**src/rtl/dcs_pkg.sv**
```systemverilog
// ----------------------------------------------------------------------------
// dcs_pkg
// Types, codes and constants shared by the dock charger supervisor files.
// ----------------------------------------------------------------------------
package dcs_pkg;

  // field widths
  localparam int ADC_W      = 16;
  localparam int LEVEL_W    = 19;
  localparam int TRAVEL_W   = 32;
  localparam int QUAL_W     = 6;
  localparam int MOVE_W     = 16;
  localparam int CFG_IDX_W  = 2;
  localparam int CFG_DATA_W = 19;
  localparam int PROD_W     = 28;

  // default checker timing
  localparam int CHECK_LIMIT_DEF  = 60;
  localparam int SETTLE_TICKS_DEF = 3;

  // item kinds
  localparam logic FUNC_SAMPLE = 1'b0;
  localparam logic FUNC_TICK   = 1'b1;

  // adc conversion, level in units of 0.1 mV
  localparam logic [ADC_W-1:0]   ADC_OFFSET  = 16'd512;
  localparam logic [PROD_W-1:0]  LEVEL_SCALE = 28'd2398;
  localparam logic [PROD_W-1:0]  LEVEL_MIN   = 28'd15000;
  localparam logic [PROD_W-1:0]  LEVEL_MAX   = 28'd500000;

  localparam logic [QUAL_W-1:0]  GOOD_MAX    = 6'd63;

  // register reset values
  localparam logic [LEVEL_W-1:0] LOW_LEVEL_RST     = 19'd245000;
  localparam logic [LEVEL_W-1:0] FULL_LEVEL_RST    = 19'd275000;
  localparam logic [QUAL_W-1:0]  QUALIFY_TICKS_RST = 6'd30;
  localparam logic [MOVE_W-1:0]  MOVE_LIMIT_RST    = 16'd30;

  typedef enum logic [1:0] {
    CMD_NONE      = 2'd0,
    CMD_RELAY_ON  = 2'd1,
    CMD_RELAY_OFF = 2'd2
  } relay_cmd_t;

  typedef enum logic [1:0] {
    ST_OFF      = 2'd0,
    ST_TOUCHED  = 2'd1,
    ST_CHARGING = 2'd2
  } charge_status_t;

  typedef enum logic [CFG_IDX_W-1:0] {
    REG_LOW_LEVEL     = 2'd0,
    REG_FULL_LEVEL    = 2'd1,
    REG_QUALIFY_TICKS = 2'd2,
    REG_MOVE_LIMIT    = 2'd3
  } cfg_reg_t;

  // one item after the front stage
  typedef struct packed {
    logic                       func;
    logic                       relay_closed;
    logic [LEVEL_W-1:0]         level;
    logic [LEVEL_W-1:0]         battery;
    logic signed [TRAVEL_W-1:0] travel;
  } item_t;

endpackage

```
**src/rtl/dcs_in_if.sv**
```systemverilog
// ----------------------------------------------------------------------------
// dcs_in_if
// Sample and tick channel of the dock charger supervisor.
// ----------------------------------------------------------------------------
interface dcs_in_if;
  logic                                 valid;
  logic                                 ready;
  logic                                 func;
  logic [dcs_pkg::ADC_W-1:0]            adc_word;
  logic [dcs_pkg::LEVEL_W-1:0]          battery_level;
  logic                                 relay_closed;
  logic signed [dcs_pkg::TRAVEL_W-1:0]  left_travel_mm;
  logic signed [dcs_pkg::TRAVEL_W-1:0]  right_travel_mm;

  modport source (
    output valid, func, adc_word, battery_level, relay_closed,
           left_travel_mm, right_travel_mm,
    input  ready
  );
  modport sink (
    input  valid, func, adc_word, battery_level, relay_closed,
           left_travel_mm, right_travel_mm,
    output ready
  );
endinterface

```
**src/rtl/dcs_out_if.sv**
```systemverilog
// ----------------------------------------------------------------------------
// dcs_out_if
// Result channel of the dock charger supervisor.
// ----------------------------------------------------------------------------
interface dcs_out_if;
  logic                        valid;
  logic                        ready;
  logic [1:0]                  relay_command;
  logic [1:0]                  charge_status;
  logic [dcs_pkg::LEVEL_W-1:0] contact_level;

  modport source (
    output valid, relay_command, charge_status, contact_level,
    input  ready
  );
  modport sink (
    input  valid, relay_command, charge_status, contact_level,
    output ready
  );
endinterface

```
**src/rtl/dcs_cfg_if.sv**
```systemverilog
// ----------------------------------------------------------------------------
// dcs_cfg_if
// Register write channel of the dock charger supervisor.
// ----------------------------------------------------------------------------
interface dcs_cfg_if;
  logic                           valid;
  logic                           ready;
  logic [dcs_pkg::CFG_IDX_W-1:0]  index;
  logic [dcs_pkg::CFG_DATA_W-1:0] data;

  modport source (
    output valid, index, data,
    input  ready
  );
  modport sink (
    input  valid, index, data,
    output ready
  );
endinterface

```
**src/rtl/dcs_front.sv**
```systemverilog
// ----------------------------------------------------------------------------
// dcs_front
// Input register: converts the contact adc word to a level and averages
// the wheel travel as the item is taken in.
// ----------------------------------------------------------------------------
module dcs_front (
  input  logic            clk,
  input  logic            rst_n,
  dcs_in_if.sink          in_s,
  input  logic            take,
  output logic            item_valid,
  output dcs_pkg::item_t  item
);

  logic                                valid_r;
  logic                                valid_nxt;
  dcs_pkg::item_t                      item_r;
  logic                                load;
  logic [dcs_pkg::ADC_W-1:0]           adc_off;
  logic [dcs_pkg::PROD_W-1:0]          prod;
  logic [dcs_pkg::LEVEL_W-1:0]         level;
  logic signed [dcs_pkg::TRAVEL_W:0]   sum;
  logic signed [dcs_pkg::TRAVEL_W:0]   sum_adj;

  assign in_s.ready = !valid_r || take;
  assign load       = in_s.valid && in_s.ready;

  always_comb begin
    adc_off = in_s.adc_word - dcs_pkg::ADC_OFFSET;
    prod    = dcs_pkg::PROD_W'(adc_off) * dcs_pkg::LEVEL_SCALE;
    // below offset wraps negative, out of range reads as no voltage
    if (in_s.adc_word >= dcs_pkg::ADC_OFFSET && prod >= dcs_pkg::LEVEL_MIN &&
        prod <= dcs_pkg::LEVEL_MAX) begin
      level = prod[dcs_pkg::LEVEL_W-1:0];
    end else begin
      level = '0;
    end
    // average rounds toward zero
    sum     = {in_s.left_travel_mm[dcs_pkg::TRAVEL_W-1], in_s.left_travel_mm} +
              {in_s.right_travel_mm[dcs_pkg::TRAVEL_W-1], in_s.right_travel_mm};
    sum_adj = sum + (dcs_pkg::TRAVEL_W+1)'(sum[dcs_pkg::TRAVEL_W]);
  end

  always_comb begin
    valid_nxt = valid_r;
    if (load) begin
      valid_nxt = 1'b1;
    end else if (take) begin
      valid_nxt = 1'b0;
    end
  end

  always_ff @(posedge clk) begin
    if (!rst_n) begin
      valid_r <= 1'b0;
    end else begin
      valid_r <= valid_nxt;
    end
  end

  always_ff @(posedge clk) begin
    if (load) begin
      item_r.func         <= in_s.func;
      item_r.relay_closed <= in_s.relay_closed;
      item_r.level        <= level;
      item_r.battery      <= in_s.battery_level;
      item_r.travel       <= sum_adj[dcs_pkg::TRAVEL_W:1];
    end
  end

  assign item_valid = valid_r;
  assign item       = item_r;

endmodule

```
**src/rtl/dock_charger_supervisor_top.sv**
```systemverilog
// ----------------------------------------------------------------------------
// dock_charger_supervisor_top
// Charging contact supervisor. Each transfer on the input channel is either
// a measurement sample or a one-second tick and gives exactly one result.
// A sample sets the contact level, the charge status and may command the
// relay off; ticks drive the relay-on qualification (settling ticks, then
// consecutive good checks). One item is taken every clock cycle unless the
// result channel stalls; a result passes from its item through the input
// register and then the decision stage that updates the supervisor state and
// loads the result register. Register writes are taken at any time and should
// be made while no item is in flight.
// ----------------------------------------------------------------------------
module dock_charger_supervisor_top #(
  parameter int CHECK_LIMIT  = dcs_pkg::CHECK_LIMIT_DEF,
  parameter int SETTLE_TICKS = dcs_pkg::SETTLE_TICKS_DEF
) (
  input  logic      clk,
  input  logic      rst_n,
  dcs_in_if.sink    in_s,
  dcs_out_if.source out_s,
  dcs_cfg_if.sink   cfg_s
);

  localparam int RoundW  = $clog2(CHECK_LIMIT + 1);
  localparam int SettleW = $clog2(SETTLE_TICKS + 1);

  // registers
  logic [dcs_pkg::LEVEL_W-1:0]         low_level_r;
  logic [dcs_pkg::LEVEL_W-1:0]         full_level_r;
  logic [dcs_pkg::QUAL_W-1:0]          qualify_r;
  logic [dcs_pkg::MOVE_W-1:0]          move_limit_r;

  // supervisor state
  logic [dcs_pkg::LEVEL_W-1:0]         level_r,  level_nxt;
  logic                                mode_r,   mode_nxt;
  dcs_pkg::charge_status_t             status_r, status_nxt;
  logic                                busy_r,   busy_nxt;
  logic [SettleW-1:0]                  settle_r, settle_nxt;
  logic [RoundW-1:0]                   round_r,  round_nxt;
  logic [dcs_pkg::QUAL_W-1:0]          good_r,   good_nxt;
  logic signed [dcs_pkg::TRAVEL_W-1:0] start_r,  start_nxt;

  // result register
  logic                                out_valid_r, out_valid_nxt;
  dcs_pkg::relay_cmd_t                 out_cmd_r;
  dcs_pkg::charge_status_t             out_status_r;
  logic [dcs_pkg::LEVEL_W-1:0]         out_level_r;

  logic                                item_valid;
  dcs_pkg::item_t                      item;
  logic                                advance;
  dcs_pkg::relay_cmd_t                 cmd;
  logic signed [dcs_pkg::TRAVEL_W:0]   diff;
  logic [dcs_pkg::TRAVEL_W:0]          travel_gap;
  logic                                moved;
  logic [RoundW-1:0]                   round_inc;
  logic [dcs_pkg::QUAL_W-1:0]          good_inc;

  dcs_front u_front (
    .clk        (clk),
    .rst_n      (rst_n),
    .in_s       (in_s),
    .take       (advance),
    .item_valid (item_valid),
    .item       (item)
  );

  assign advance = item_valid && (!out_valid_r || out_s.ready);

  // register writes
  assign cfg_s.ready = 1'b1;

  always_ff @(posedge clk) begin
    if (!rst_n) begin
      low_level_r  <= dcs_pkg::LOW_LEVEL_RST;
      full_level_r <= dcs_pkg::FULL_LEVEL_RST;
      qualify_r    <= dcs_pkg::QUALIFY_TICKS_RST;
      move_limit_r <= dcs_pkg::MOVE_LIMIT_RST;
    end else if (cfg_s.valid) begin
      case (dcs_pkg::cfg_reg_t'(cfg_s.index))
        dcs_pkg::REG_LOW_LEVEL:     low_level_r  <= cfg_s.data;
        dcs_pkg::REG_FULL_LEVEL:    full_level_r <= cfg_s.data;
        dcs_pkg::REG_QUALIFY_TICKS: qualify_r    <= cfg_s.data[dcs_pkg::QUAL_W-1:0];
        dcs_pkg::REG_MOVE_LIMIT:    move_limit_r <= cfg_s.data[dcs_pkg::MOVE_W-1:0];
        default: ;
      endcase
    end
  end

  // travel since the relay was closed
  always_comb begin
    diff       = {item.travel[dcs_pkg::TRAVEL_W-1], item.travel} -
                 {start_r[dcs_pkg::TRAVEL_W-1], start_r};
    travel_gap = diff[dcs_pkg::TRAVEL_W] ? (dcs_pkg::TRAVEL_W+1)'(0) - diff : diff;
    moved      = travel_gap >= (dcs_pkg::TRAVEL_W+1)'(move_limit_r);
  end

  always_comb begin
    cmd        = dcs_pkg::CMD_NONE;
    level_nxt  = level_r;
    mode_nxt   = mode_r;
    status_nxt = status_r;
    busy_nxt   = busy_r;
    settle_nxt = settle_r;
    round_nxt  = round_r;
    good_nxt   = good_r;
    start_nxt  = start_r;
    round_inc  = round_r + RoundW'(1);
    good_inc   = (good_r < dcs_pkg::GOOD_MAX) ? good_r + dcs_pkg::QUAL_W'(1) : good_r;

    if (item.func == dcs_pkg::FUNC_SAMPLE) begin
      level_nxt = item.level;
      if (full_level_r < item.battery) begin
        cmd        = dcs_pkg::CMD_RELAY_OFF;
        mode_nxt   = 1'b0;
        status_nxt = dcs_pkg::ST_OFF;
      end else if (item.relay_closed) begin
        status_nxt = dcs_pkg::ST_CHARGING;
        if (item.level < low_level_r || moved) begin
          cmd        = dcs_pkg::CMD_RELAY_OFF;
          mode_nxt   = 1'b0;
          status_nxt = dcs_pkg::ST_OFF;
        end
      end else if (item.level > low_level_r) begin
        status_nxt = dcs_pkg::ST_TOUCHED;
        // checker marked busy at once so a second touch cannot restart it
        if (!busy_r) begin
          mode_nxt   = 1'b1;
          busy_nxt   = 1'b1;
          settle_nxt = '0;
          round_nxt  = '0;
          good_nxt   = '0;
        end
      end else begin
        status_nxt = dcs_pkg::ST_OFF;
      end
    end else if (busy_r) begin
      if (settle_r < SettleW'(SETTLE_TICKS)) begin
        settle_nxt = settle_r + SettleW'(1);
      end else begin
        round_nxt = round_inc;
        if (round_inc >= RoundW'(CHECK_LIMIT) || !mode_r) begin
          busy_nxt   = 1'b0;
          settle_nxt = '0;
          round_nxt  = '0;
          good_nxt   = '0;
        end else begin
          good_nxt = (level_r >= low_level_r) ? good_inc : '0;
          if (good_nxt > qualify_r) begin
            cmd        = dcs_pkg::CMD_RELAY_ON;
            start_nxt  = item.travel;
            busy_nxt   = 1'b0;
            settle_nxt = '0;
            round_nxt  = '0;
            good_nxt   = '0;
          end
        end
      end
    end
  end

  always_comb begin
    out_valid_nxt = out_valid_r;
    if (advance) begin
      out_valid_nxt = 1'b1;
    end else if (out_s.ready) begin
      out_valid_nxt = 1'b0;
    end
  end

  always_ff @(posedge clk) begin
    if (!rst_n) begin
      level_r     <= '0;
      mode_r      <= 1'b0;
      status_r    <= dcs_pkg::ST_OFF;
      busy_r      <= 1'b0;
      settle_r    <= '0;
      round_r     <= '0;
      good_r      <= '0;
      start_r     <= '0;
      out_valid_r <= 1'b0;
    end else begin
      out_valid_r <= out_valid_nxt;
      if (advance) begin
        level_r  <= level_nxt;
        mode_r   <= mode_nxt;
        status_r <= status_nxt;
        busy_r   <= busy_nxt;
        settle_r <= settle_nxt;
        round_r  <= round_nxt;
        good_r   <= good_nxt;
        start_r  <= start_nxt;
      end
    end
  end

  always_ff @(posedge clk) begin
    if (advance) begin
      out_cmd_r    <= cmd;
      out_status_r <= status_nxt;
      out_level_r  <= level_nxt;
    end
  end

  assign out_s.valid         = out_valid_r;
  assign out_s.relay_command = out_cmd_r;
  assign out_s.charge_status = out_status_r;
  assign out_s.contact_level = out_level_r;

`ifndef SYNTH
  // counters only run while the checker is busy
  a_idle_counters_clear: assert property (@(posedge clk) disable iff (!rst_n)
    !busy_r |-> (settle_r == '0) && (round_r == '0) && (good_r == '0))
    else $error("checker counters left over while idle");

  // a tick with the checker idle issues no command
  a_idle_tick_no_cmd: assert property (@(posedge clk) disable iff (!rst_n)
    advance && (item.func == dcs_pkg::FUNC_TICK) && !busy_r
    |=> out_cmd_r == dcs_pkg::CMD_NONE)
    else $error("command issued on an idle tick");

  // relay on always ends the qualification
  a_on_stops_checker: assert property (@(posedge clk) disable iff (!rst_n)
    advance && (cmd == dcs_pkg::CMD_RELAY_ON) |=> !busy_r)
    else $error("checker still busy after relay on");

  // relay on only comes from a tick
  a_on_from_tick: assert property (@(posedge clk) disable iff (!rst_n)
    advance && (cmd == dcs_pkg::CMD_RELAY_ON) |-> item.func == dcs_pkg::FUNC_TICK)
    else $error("relay on from a sample");

  // the result register holds while the next stage stalls
  a_result_held: assert property (@(posedge clk) disable iff (!rst_n)
    out_valid_r && !out_s.ready |-> !advance ##1 out_valid_r)
    else $error("result register overwritten under stall");
`endif

endmodule
```
**src/flat_wrapper.sv**
```systemverilog
// flat-port wrapper written by rule: the top's interface ports become plain ports
module dock_charger_supervisor_top_flat 
#(
  parameter int CHECK_LIMIT  = dcs_pkg::CHECK_LIMIT_DEF,
  parameter int SETTLE_TICKS = dcs_pkg::SETTLE_TICKS_DEF
)
  (clk, rst_n, in_s_valid, in_s_func, in_s_adc_word, in_s_battery_level, in_s_relay_closed, in_s_left_travel_mm, in_s_right_travel_mm, in_s_ready, out_s_valid, out_s_relay_command, out_s_charge_status, out_s_contact_level, out_s_ready, cfg_s_valid, cfg_s_index, cfg_s_data, cfg_s_ready);
  dcs_in_if in_s_i ();
  dcs_out_if out_s_i ();
  dcs_cfg_if cfg_s_i ();
  input  logic clk;
  input  logic rst_n;
  input wire logic [$bits(in_s_i.valid)-1:0] in_s_valid;
  input wire logic [$bits(in_s_i.func)-1:0] in_s_func;
  input wire logic [$bits(in_s_i.adc_word)-1:0] in_s_adc_word;
  input wire logic [$bits(in_s_i.battery_level)-1:0] in_s_battery_level;
  input wire logic [$bits(in_s_i.relay_closed)-1:0] in_s_relay_closed;
  input wire logic [$bits(in_s_i.left_travel_mm)-1:0] in_s_left_travel_mm;
  input wire logic [$bits(in_s_i.right_travel_mm)-1:0] in_s_right_travel_mm;
  output wire logic [$bits(in_s_i.ready)-1:0] in_s_ready;
  output wire logic [$bits(out_s_i.valid)-1:0] out_s_valid;
  output wire logic [$bits(out_s_i.relay_command)-1:0] out_s_relay_command;
  output wire logic [$bits(out_s_i.charge_status)-1:0] out_s_charge_status;
  output wire logic [$bits(out_s_i.contact_level)-1:0] out_s_contact_level;
  input wire logic [$bits(out_s_i.ready)-1:0] out_s_ready;
  input wire logic [$bits(cfg_s_i.valid)-1:0] cfg_s_valid;
  input wire logic [$bits(cfg_s_i.index)-1:0] cfg_s_index;
  input wire logic [$bits(cfg_s_i.data)-1:0] cfg_s_data;
  output wire logic [$bits(cfg_s_i.ready)-1:0] cfg_s_ready;
  assign in_s_i.valid = in_s_valid;
  assign in_s_i.func = in_s_func;
  assign in_s_i.adc_word = in_s_adc_word;
  assign in_s_i.battery_level = in_s_battery_level;
  assign in_s_i.relay_closed = in_s_relay_closed;
  assign in_s_i.left_travel_mm = in_s_left_travel_mm;
  assign in_s_i.right_travel_mm = in_s_right_travel_mm;
  assign in_s_ready = in_s_i.ready;
  assign out_s_valid = out_s_i.valid;
  assign out_s_relay_command = out_s_i.relay_command;
  assign out_s_charge_status = out_s_i.charge_status;
  assign out_s_contact_level = out_s_i.contact_level;
  assign out_s_i.ready = out_s_ready;
  assign cfg_s_i.valid = cfg_s_valid;
  assign cfg_s_i.index = cfg_s_index;
  assign cfg_s_i.data = cfg_s_data;
  assign cfg_s_ready = cfg_s_i.ready;
  dock_charger_supervisor_top #(.CHECK_LIMIT(CHECK_LIMIT), .SETTLE_TICKS(SETTLE_TICKS)) u_core (.clk(clk), .rst_n(rst_n), .in_s(in_s_i), .out_s(out_s_i), .cfg_s(cfg_s_i));
endmodule
```
**config.mk**
```make
export PLATFORM = sky130hd
export DESIGN_NAME = dock_charger_supervisor_top_flat
export DESIGN_NICKNAME = d
export VERILOG_FILES = /design/src/rtl/dcs_pkg.sv /design/src/rtl/dcs_in_if.sv /design/src/rtl/dcs_out_if.sv /design/src/rtl/dcs_cfg_if.sv /design/src/rtl/dcs_front.sv /design/src/rtl/dock_charger_supervisor_top.sv /design/src/flat_wrapper.sv
export SDC_FILE = /design/constraint.sdc
export NUM_CORES = 1
export LEC_CHECK = 0
export BUFFER_PORTS_ARGS = -buffer_cell sky130_fd_sc_hd__buf_2
export CELL_PAD_IN_SITES_DETAIL_PLACEMENT = 1
export CELL_PAD_IN_SITES_GLOBAL_PLACEMENT = 1
export CORE_ASPECT_RATIO = 0.75
export CORE_MARGIN = 8
export CORE_UTILIZATION = 25
export DETAILED_ROUTE_END_ITERATION = 6
export PLACE_DENSITY = 0.54
export SLEW_MARGIN = 20
export SYNTH_ARGS = -nofsm -noshare
export SYNTH_HDL_FRONTEND = slang
export SYNTH_SLANG_ARGS = --single-unit
```
**constraint.sdc**
```tcl
create_clock -name clk -period 10.5 [get_ports clk]
set_input_delay 0 -clock clk [delete_from_list [all_inputs] [get_ports clk]]
set_output_delay 0 -clock clk [all_outputs]
set_load 0.05 [all_outputs]
```
==> metrics.md, run 1 <==
| Metric | Value |
|---|---|
| Run status | completed |
| Setup Viol. Count Final | 0 |
| Worst Setup Start Kind | primary input |
| Max-slew violations | 0 |
| Critical R2R Launch | u_core.u_front.item[3]$_DFFE_PP_ |
| DP Wirelength | 50680 um |
| Sequential-to-total area share from yosys stat | 27.53% |
| CTS tree | done |
| Leakage | 9.495 nW |
| Nets | 2859 |
| Reg2Reg Depth | 19 |
| Syn Area/Cell | 8.747 sq um |
| Yosys warning count | 0 |
| Syn_nets | 2697 |
| DR vias | 16940 |
| Core footprint | 78510 sq um |
| Die area | 88460 sq um |
| Setup slack, reg-to-reg | 4.22 ns |
| Vias per cell | 4.855 |
| Core Rows | 89 |
| Die height | 259.6 um |
| Multi-input gate area | 13030 sq um |
| Detail Route Antenna Nets | 0 |
| Pwr dens | 187.0 nW/um^2 |
| First-pass GRT wire length | 99860 um |
| Commonest cells after routing, fill and taps aside | 248 x ha_1, 246 x inv_1, 230 x nand2_1 |
| Rel. slew slack | 26.94% |
| First-pass DRT Iterations | 4 |
| Ys flop type | dfxtp_1 |
| Clock Root Buffer | clkbuf_16 |
| Worst slack, placed | 3.337 ns |
| GRT Residual Overflow | 0 |
| Slowest stage delay, CP | 0.64 ns |
| Hold endpoint | u_core.full_level_r[17]$_SDFFE_PN0P_ |
| Final min period | 6.451 ns |
| Final Hold Viols | 0 |
| Setup ws final | 4.049 ns |
| Most common cell after layout, fill and taps aside | ha_1 |
| Slowest CP cell | a211oi_4 |
| Sink Count | 225 |
| Mapped cell area | 19780 sq um |
| Worst r2r dst | u_core.out_s.relay_command[1]$_SDFFCE_PP0P_ |
| Hold_sp | cfg_s_index[1] |
| Filler instances | 9209 |
| Wire per inst | 17.92 um |
| Clock Pin Slew Worst Setup and Hold Paths | 0.06 ns |
| DRT Wirelength | 62530 um |
| Hold Crit Class | in2reg |
| Largest net degree at the start of global routing | 77 |
| Initial antenna violation count | 4 |
| Residual DRC | 0 |
| Worst-skew pair later-pin latency | 0.57 ns |
| Routability cong. | 0.8266 |
| Hold_ws | 0.03692 ns |
| Vias in the first global route | 17950 |
| Ratio of cells with drive above 1 in the final layout | 11.79% |
| H-tree Lvls | 1 |
| Synthesis-to-finish area growth | 15.83% |
| Die width | 340.8 um |
| Hold Path Cell Cnt | 5 |
| RSZ-0062 raised after global routing | false |
| Postcts setup bufs | 0 |
| Number of port buffers | 151 |
| Max-cap viol count | 0 |
| Top cells by area, synth | ha_1 16%, edfxtp_1 14%, dfxtp_1 13% |
| Crit-path cells | buf_2 -> inv_1 -> ha_1 -> xor2_1 -> ha_1 -> fa_1 -> inv_1 -> fa_1 -> fa_1 -> fa_1 -> inv_1 -> ha_1 -> a2111oi_0 -> a21oi_1 -> a31oi_1 -> nor2b_1 -> o21ai_0 -> a21oi_1 -> nor3_1 -> a311oi_1 -> a211oi_4 -> nor3_1 |
| Max Root-Sink Buffers | 3 |
| Critical path class | in2reg |
| Post-synth top area cell | ha_1 |
| Peak VDD IR | 122.0 uV |
| Mapped Cells | 2261 |
| Reg area | 5445 sq um |
| Period utilisation layout | 61.43% |
| WP data required | 10.76 ns |
| CP Capture Type | register |
| Async set-reset flop share out of synthesis | 0% |
| Num CTS Buffers | 27 |
| Total track usage | 13.62% |
| Worst slew pin tran | 1.096 ns |
| 1st-iter DRT viols | 566 |
| Post-synth EDFFs | 94 |
| Post-synth top area share | 15.69% |
| Num ports | 153 |
| Post-synthesis register bit count | 225 |
| Critical path fanouts, max | 18 |
| Worst path arrival time | 6.71 ns |
| Most frequent CP cell | fa_1 |
| Unique masters post-synth | 103 |
| Initial Util | 25.19% |
| Finished Core Util | 29.18% |
| Setup TNS | 0 ns |
| Max Freq | 0.1550 GHz |
| Clk_skew | 0.02473 ns |
worst max-delay path by stage:
stage / endpoint / startpoint / depth (start not counted) / slack (ns)
global route: u_core.u_front.item[61]$_SDFFCE_PN0P_ / in_s_adc_word[9] / 22 / 3.49
global placement: u_core.u_front.item[57]$_SDFFCE_PN0P_ / in_s_adc_word[9] / 22 / 3.54
detailed placement: u_core.u_front.item[61]$_SDFFCE_PN0P_ / in_s_adc_word[9] / 22 / 3.34
CTS: u_core.u_front.item[61]$_SDFFCE_PN0P_ / in_s_adc_word[9] / 22 / 3.92
floorplan: u_core.u_front.item[63]$_SDFFCE_PN0P_ / in_s_adc_word[9] / 22 / 4.57
finish: u_core.u_front.item[64]$_SDFFCE_PN0P_ / in_s_adc_word[9] / 22 / 4.05
repair_timing:
item	4_1_cts	5_1_grt
hold buffers	46	0
gates resized for setup	0	0
hold endpoints to repair	84	0
state kept, by name (all words and copies together) (netlist names):
register                    flops
u_core.busy_r                   1
u_core.full_level_r            19
u_core.good_r                   6
u_core.level_r                 19
u_core.low_level_r             19
u_core.mode_r                   1
u_core.move_limit_r            16
u_core.out_s.charge_status      2
u_core.out_s.contact_level     19
u_core.out_s.relay_command      2
u_core.out_s.valid              1
u_core.qualify_r                6
u_core.round_r                  6
u_core.settle_r                 2
u_core.start_r                 32
u_core.status_r                 2
u_core.u_front.item            71
u_core.u_front.item_valid       1
logic make-up after synthesis:
family / share of synthesized area (%)
XOR/XNOR: 5.358
other: 0.01896
adder cells (fa/ha/maj): 21.86
AND/OR/NAND/NOR: 17.71
buffers and inverters: 6.712
multiplexers: 3.315
AO/OA/AOI/OAI: 17.49
flip-flops: 27.53
cell type report:
class,instances,area share (%)
Inverter,247,4.052
Tap cell,1046,5.713
Antenna cell,1,0.01092
Multi-Input combinational cell,1712,56.88
Clock buffer,39,3.370
Clock inverter,10,0.4751
Timing Repair Buffer,210,5.735
Sequential cell,225,23.77
metrics by stage:
step	instance area, sq um	instances	total power, mW
floorplan	19780	2261	2.715
global placement	21550	3394	3.272
detailed placement	21560	3394	3.324
CTS	22900	3489	4.328
global route	22910	3490	4.650
finish	22910	3490	4.283
Yosys cell counts, types with 18 or more instances:
master and instances:
and2_1 18, clkbuf_1 54, nand2_1 230, and3_1 24, xnor2_1 79, dfxtp_1 131, a21o_1 41, o21ai_0 74
xor2_1 42, or3_1 19, a21oi_1 172, inv_1 247, mux2_2 20, edfxtp_1 94, nor3_1 57, o21bai_1 22
ha_1 248, mux2i_1 43, o211ai_1 24, fa_1 61, a31oi_1 24, o21a_1 26, nand3_1 58, nand4_1 32
nand2b_1 19, nor2_1 133
where the power goes:
part | internal [mW] | switching, mW
logic | 0.908 | 1.44
clock network | 0.559 | 0.385
registers | 0.966 | 0.0283
total | 2.43 | 1.85
worst max-delay path, delay by kind of cell:
kind                     cells  cell delay, ns
AO/OA/AOI/OAI                7            1.93
buffers and inverters        4            0.43
XOR/XNOR                     1            0.61
adder cells (fa/ha/maj)      7            3.06
AND/OR/NAND/NOR              3            0.64
metal layers:
| metal | GRT usage [%] | routed length, um | vias up |
|---|---|---|---|
| li1 | - | - | 8375 |
| met1 | 20.57 | 33490 | 8298 |
| met2 | 20.67 | 26190 | 213 |
| met3 | 1.448 | 1715 | 57 |
| met4 | 2.988 | 1136 | 0 |
| met5 | 0 | 0 | - |
Note: power is estimated with default switching activity, not from simulation.
==> run 2, diff against run 1 <==
clock period = 6.18 ns   (was 10.5 ns; I/O delays follow)
==> run 2 against run 1 <==
Die area did not move; core utilization up 0.42 points; register-to-register slack got worse by 3.7 ns; count of clock-buffer cells in the layout decreased by 3; final cell count is 1.1% higher; combinational power rose by 74%.
==> metrics.md, run 2 (same netlist as run 1, synthesis figures left out) <==
| Metric | Value |
|---|---|
| Hold Path Cell Cnt | 3 |
| Worst Setup Start Kind | register |
| CP Capture Type | register |
| Core footprint | 78510 sq um |
| RSZ-0062 raised after global routing | false |
| Worst slew pin tran | 1.020 ns |
| Run status | completed |
| Num ports | 153 |
| Setup ws final | 0.5184 ns |
| First-pass DRT Iterations | 5 |
| Worst r2r dst | u_core.mode_r$_SDFFE_PN0P_ |
| Routability cong. | 0.8363 |
| Dpl cell area | 21780 sq um |
| Vias per cell | 4.825 |
| Initial antenna violation count | 2 |
| Worst path arrival time | 6.13 ns |
| Leakage | 9.663 nW |
| Max reg flops | 71 |
| Critical R2R Launch | u_core.u_front.item[13]$_DFFE_PP_ |
| Reg power frac | 23.0% |
| Initial Util | 25.19% |
| 1st-iter DRT viols | 675 |
| Filler instances | 9242 |
| Max-slew violations | 0 |
| DRT Wirelength | 62690 um |
| Max Freq | 0.1766 GHz |
| Period utilisation layout | 91.61% |
| Critical path fanouts, max | 10 |
| Hold endpoint | u_core.u_front.item[52]$_SDFFCE_PN0P_ |
| Worst-skew pair later-pin latency | 0.56 ns |
| Detail Route Antenna Nets | 0 |
| Hold_ws | 0.05337 ns |
| Commonest cells after routing, fill and taps aside | 248 x ha_1, 246 x inv_1, 230 x nand2_1 |
| Comb pwr share | 55.5% |
| Cell Int Power | 4.201 mW |
| Most common cell after layout, fill and taps aside | ha_1 |
| H-tree Lvls | 1 |
| Sink Count | 225 |
| Pwr dens | 316.0 nW/um^2 |
| First-pass GRT wire length | 100000 um |
| Setup Viol. Count Final | 0 |
| Num CTS Buffers | 27 |
| Residual DRC | 0 |
| Wire per inst | 17.77 um |
| Worst slack, placed | -0.07362 ns |
| GRT Residual Overflow | 0 |
| CTS tree | done |
| WP data required | 6.65 ns |
| Max-cap viol count | 0 |
| Clock power frac | 21.5% |
| Reg2Reg Depth | 21 |
| Max Root-Sink Buffers | 3 |
| Final Hold Viols | 0 |
| Synthesis-to-finish area growth | 17.52% |
| Clock Root Buffer | clkbuf_16 |
| Hold Crit Class | in2reg |
| DR vias | 17020 |
| DP Wirelength | 50850 um |
| Ratio of cells with drive above 1 in the final layout | 13.23% |
| Largest net degree at the start of global routing | 72 |
| Core Rows | 89 |
| Peak VDD IR | 201.3 uV |
| Final min period | 5.662 ns |
| Die width | 340.8 um |
| Number of port buffers | 151 |
| Post-route cell area | 23240 sq um |
| Clk_skew | 0.009265 ns |
| Die height | 259.6 um |
| Total track usage | 13.66% |
| Hold_sp | in_s_adc_word[0] |
| Net Sw Frac | 42.81% |
| Setup slack, reg-to-reg | 0.52 ns |
| Critical path class | reg2reg |
| Die area | 88460 sq um |
| Nets | 2895 |
| Vias in the first global route | 17950 |
| Net Switching | 3.145 mW |
| Rel. slew slack | 31.97% |
| Clock Pin Slew Worst Setup and Hold Paths | 0.06 ns |
==> run 2: routing by layer <==
layer	up-vias	wire (um)	global-route usage (%)
met5	-	0	0
met4	0	1272	3.023
met3	61	1794	1.731
met2	213	26380	20.87
met1	8313	33240	20.35
li1	8432	-	-
==> run 2: critical path, stage by stage, from the launching register on <==
cell       delay, ns
edfxtp_1        0.40
ha_1            0.46
and4_1          0.37
or4_1           0.45
o21ai_2         0.27
a211oi_4        0.10
buf_4           0.18
a31oi_4         0.32
o31ai_1         0.16
xnor2_1         0.23
ha_1            0.28
and4_1          0.20
and2_1          0.17
o21ai_0         0.08
a31oi_1         0.10
or3_1           0.31
a2111oi_1       0.42
o211ai_1        0.18
nor4_2          0.23
nand4_2         0.22
mux2i_1         0.17
a221oi_1        0.23
==> run 2: worst max-delay path by stage <==
stage / startpoint / to / slack [ns]
floorplan: in_s_adc_word[9] / u_core.u_front.item[63]$_SDFFCE_PN0P_ / 0.25
global placement: u_core.u_front.item[5]$_DFFE_PP_ / u_core.mode_r$_SDFFE_PN0P_ / 0.10
detailed placement: u_core.u_front.item[3]$_DFFE_PP_ / u_core.mode_r$_SDFFE_PN0P_ / -0.07
CTS: u_core.u_front.item[13]$_DFFE_PP_ / u_core.mode_r$_SDFFE_PN0P_ / 0.08
global route: in_s_adc_word[9] / u_core.u_front.item[54]$_SDFFCE_PN0P_ / 0.006
finish: u_core.u_front.item[13]$_DFFE_PP_ / u_core.mode_r$_SDFFE_PN0P_ / 0.52
==> run 2: metrics by stage <==
step / TNS [ns] / power (mW) / instances / util (%)
2_1_floorplan: 0 / 4.613 / 2261 / -
3_3_place_gp: 0 / 5.668 / 3423 / 27.75
3_5_place_dp: -0.1661 / 5.756 / 3423 / 27.75
4_1_cts: 0 / 7.426 / 3522 / 29.49
5_1_grt: 0 / 8.011 / 3527 / 29.61
6_report: 0 / 7.345 / 3527 / 29.61
==> run 2: power by group through the flow <==
stage	sequential, mW	clock, mW	combinational, mW
2_1_floorplan	1.72	0	2.89
3_3_place_gp	1.72	0	3.95
3_5_place_dp	1.72	0	4.03
4_1_cts	1.69	1.64	4.09
5_1_grt	1.70	1.71	4.61
6_report	1.69	1.58	4.08
==> run 2: final cells by class <==
| class | instances | area, sq um | area share, % |
|---|---|---|---|
| Clock inverter | 14 | 137.6 | 0.5922 |
| Antenna cell | 1 | 2.502 | 0.01077 |
| Tap cell | 1046 | 1309 | 5.631 |
| Multi-Input combinational cell | 1712 | 13090 | 56.30 |
| Inverter | 247 | 928.4 | 3.994 |
| Clock buffer | 36 | 729.5 | 3.138 |
| Sequential cell | 225 | 5445 | 23.43 |
| Timing Repair Buffer | 246 | 1604 | 6.901 |
==> run 2: repair_timing <==
action	in CTS	in global routing
pin swaps	0	2
gates resized for setup	1	10
setup endpoints to repair	3	4
buffers inserted	0	4
hold buffers	49	0
endpoints found under the hold margin	85	0
==> run 3, diff against run 2 <==
CTS_BUF_LIST = sky130_fd_sc_hd__clkbuf_4 sky130_fd_sc_hd__clkbuf_8 sky130_fd_sc_hd__clkbuf_16   (was default)
==> run 3 against run 2 <==
Non-clock buffer count unchanged; critical endpoint unchanged; largest power group unchanged; largest cell class unchanged; sequential power about the same; sequential share of layout area about the same; highest routed layer unchanged; maximum frequency down 0.18%.
==> metrics.md, run 3 (same netlist as run 1, synthesis figures left out) <==
| Metric | Value |
|---|---|
| Sink Count | 225 |
| Synthesis-to-finish area growth | 17.65% |
| Filler instances | 9236 |
| Die area | 88460 sq um |
| CTS tree | done |
| Slowest CP cell | ha_1 |
| First-pass DRT Iterations | 4 |
| Max Root-Sink Buffers | 3 |
| DP Wirelength | 50850 um |
| Clk_skew | 0.01219 ns |
| Commonest cells after routing, fill and taps aside | 248 x ha_1, 246 x inv_1, 230 x nand2_1 |
| Worst-skew pair later-pin latency | 0.56 ns |
| Worst path arrival time | 6.14 ns |
| Routability cong. | 0.8363 |
| Ratio of cells with drive above 1 in the final layout | 13.51% |
| Crit-path cells | ha_1 -> and4_1 -> or4_1 -> o21ai_2 -> a211oi_4 -> buf_4 -> a31oi_4 -> o31ai_1 -> xnor2_1 -> ha_1 -> and4_1 -> and2_1 -> o21ai_0 -> a31oi_1 -> or3_1 -> a2111oi_1 -> o211ai_1 -> nor4_2 -> nand4_2 -> mux2i_1 -> a221oi_1 |
| CP Capture Type | register |
| DR vias | 17010 |
| Setup Viol. Count Final | 0 |
| DRT Wirelength | 62620 um |
| First-pass GRT wire length | 100000 um |
| Clock Root Buffer | clkbuf_16 |
| Dpl cell area | 21780 sq um |
| Num ports | 153 |
| Clock Pin Slew Worst Setup and Hold Paths | 0.06 ns |
| Detail Route Antenna Nets | 0 |
| Run status | completed |
| Worst Setup Start Kind | register |
| Wire per inst | 17.76 um |
| Vias per cell | 4.822 |
| Core footprint | 78510 sq um |
| Max reg flops | 71 |
| Overall power | 7.382 mW |
| Number of port buffers | 151 |
| Worst slew pin tran | 1.021 ns |
| Die width | 340.8 um |
| Max Freq | 0.1763 GHz |
| RSZ-0062 raised after global routing | false |
| Pwr dens | 317.2 nW/um^2 |
| Post-route cell area | 23270 sq um |
| Total track usage | 13.66% |
| Initial antenna violation count | 2 |
| Die height | 259.6 um |
| Critical path class | reg2reg |
| Hold Crit Class | in2reg |
| Num CTS Buffers | 27 |
| Setup ws final | 0.5082 ns |
| Initial Util | 25.19% |
| Leakage | 9.687 nW |
| Final Hold Viols | 0 |
| Slowest stage delay, CP | 0.46 ns |
| GRT Residual Overflow | 0 |
| Core Rows | 89 |
| Finished Core Util | 29.64% |
| Rel. slew slack | 31.90% |
| H-tree Lvls | 1 |
| Period utilisation layout | 91.78% |
| Peak VDD IR | 202.6 uV |
| Nets | 2895 |
| Most common cell after layout, fill and taps aside | ha_1 |
| 1st-iter DRT viols | 674 |
| Max-slew violations | 0 |
| Max-cap viol count | 0 |
| Largest net degree at the start of global routing | 72 |
| Worst slack, placed | -0.07362 ns |
| Vias in the first global route | 17970 |
| WP data required | 6.65 ns |
| Critical path fanouts, max | 10 |
| Residual DRC | 0 |
| Final min period | 5.672 ns |
==> run 3: cell types whose count changed in the layout (fill, tap and decap cells not counted) <==
cell / delta
clkbuf_1: -7
clkbuf_4: +7
==> run 3: worst paths after layout <==
path                                           end  cells past startpoint                                start  slack [ns]
max                     u_core.mode_r$_SDFFE_PN0P_                     21    u_core.u_front.item[13]$_DFFE_PP_        0.51
min          u_core.u_front.item[52]$_SDFFCE_PN0P_                      3                     in_s_adc_word[0]        0.05
max reg2reg             u_core.mode_r$_SDFFE_PN0P_                     21    u_core.u_front.item[13]$_DFFE_PP_        0.51
min reg2reg    u_core.move_limit_r[5]$_SDFFE_PN0P_                      2  u_core.move_limit_r[5]$_SDFFE_PN0P_        0.46
==> run 3: where the power goes <==
group	internal, mW	switching (mW)	total [mW]
registers	1.64	0.0486	1.69
clock network	0.946	0.665	1.61
logic	1.65	2.44	4.08
total	4.23	3.15	7.38
==> run 3: metrics by stage <==
step	cells	TNS (ns)	hold slack, ns
floorplan	2261	0	0.09887
detailed placement	3423	-0.1661	0.1790
CTS	3522	0	0.02672
global route	3527	0	0.07030
global placement	3423	0	0.1782
finish	3527	0	0.05349
==> run 3: worst max-delay path: cells and delay by family, from the launching register on <==
kind	cells	cell delay [ns]
AOI/OAI and AO/OA	9	1.87
DFF	1	0.40
adders and majority gates	2	0.74
xor gates and xnor gates	1	0.23
buffers and inverters	1	0.18
and+or+nand+nor	7	1.95
muxes	1	0.17
==> run 3: timing repair <==
action | in CTS | in global routing
hold endpoints to repair | 85 | 0
pin swaps | 0 | 2
resized for setup | 1 | 10
gates cloned | 0 | 0
endpoints found under the setup margin | 3 | 4
buffers inserted | 0 | 4
hold buffers | 49 | 0
==> run 3: metal layers <==
| metal | wire, um | vias up | GRT usage, % |
|---|---|---|---|
| met5 | 0 | - | 0 |
| met4 | 1265 | 0 | 3.023 |
| met3 | 1692 | 59 | 1.731 |
| met2 | 26300 | 196 | 20.87 |
| met1 | 33360 | 8324 | 20.35 |
| li1 | - | 8428 | - |
==> run 3: layout make-up <==
type                       count  area (sq um)  area share (%)
sequential                   225          5445           23.40
clock buffer                  36         755.7           3.248
multi-input combinational   1712         13090           56.24
timing repair buffer         246          1604           6.894
clock inverter                14         137.6          0.5915
antenna                        1         2.502         0.01075
tap                         1046          1309           5.625
inverter                     247         928.4           3.990
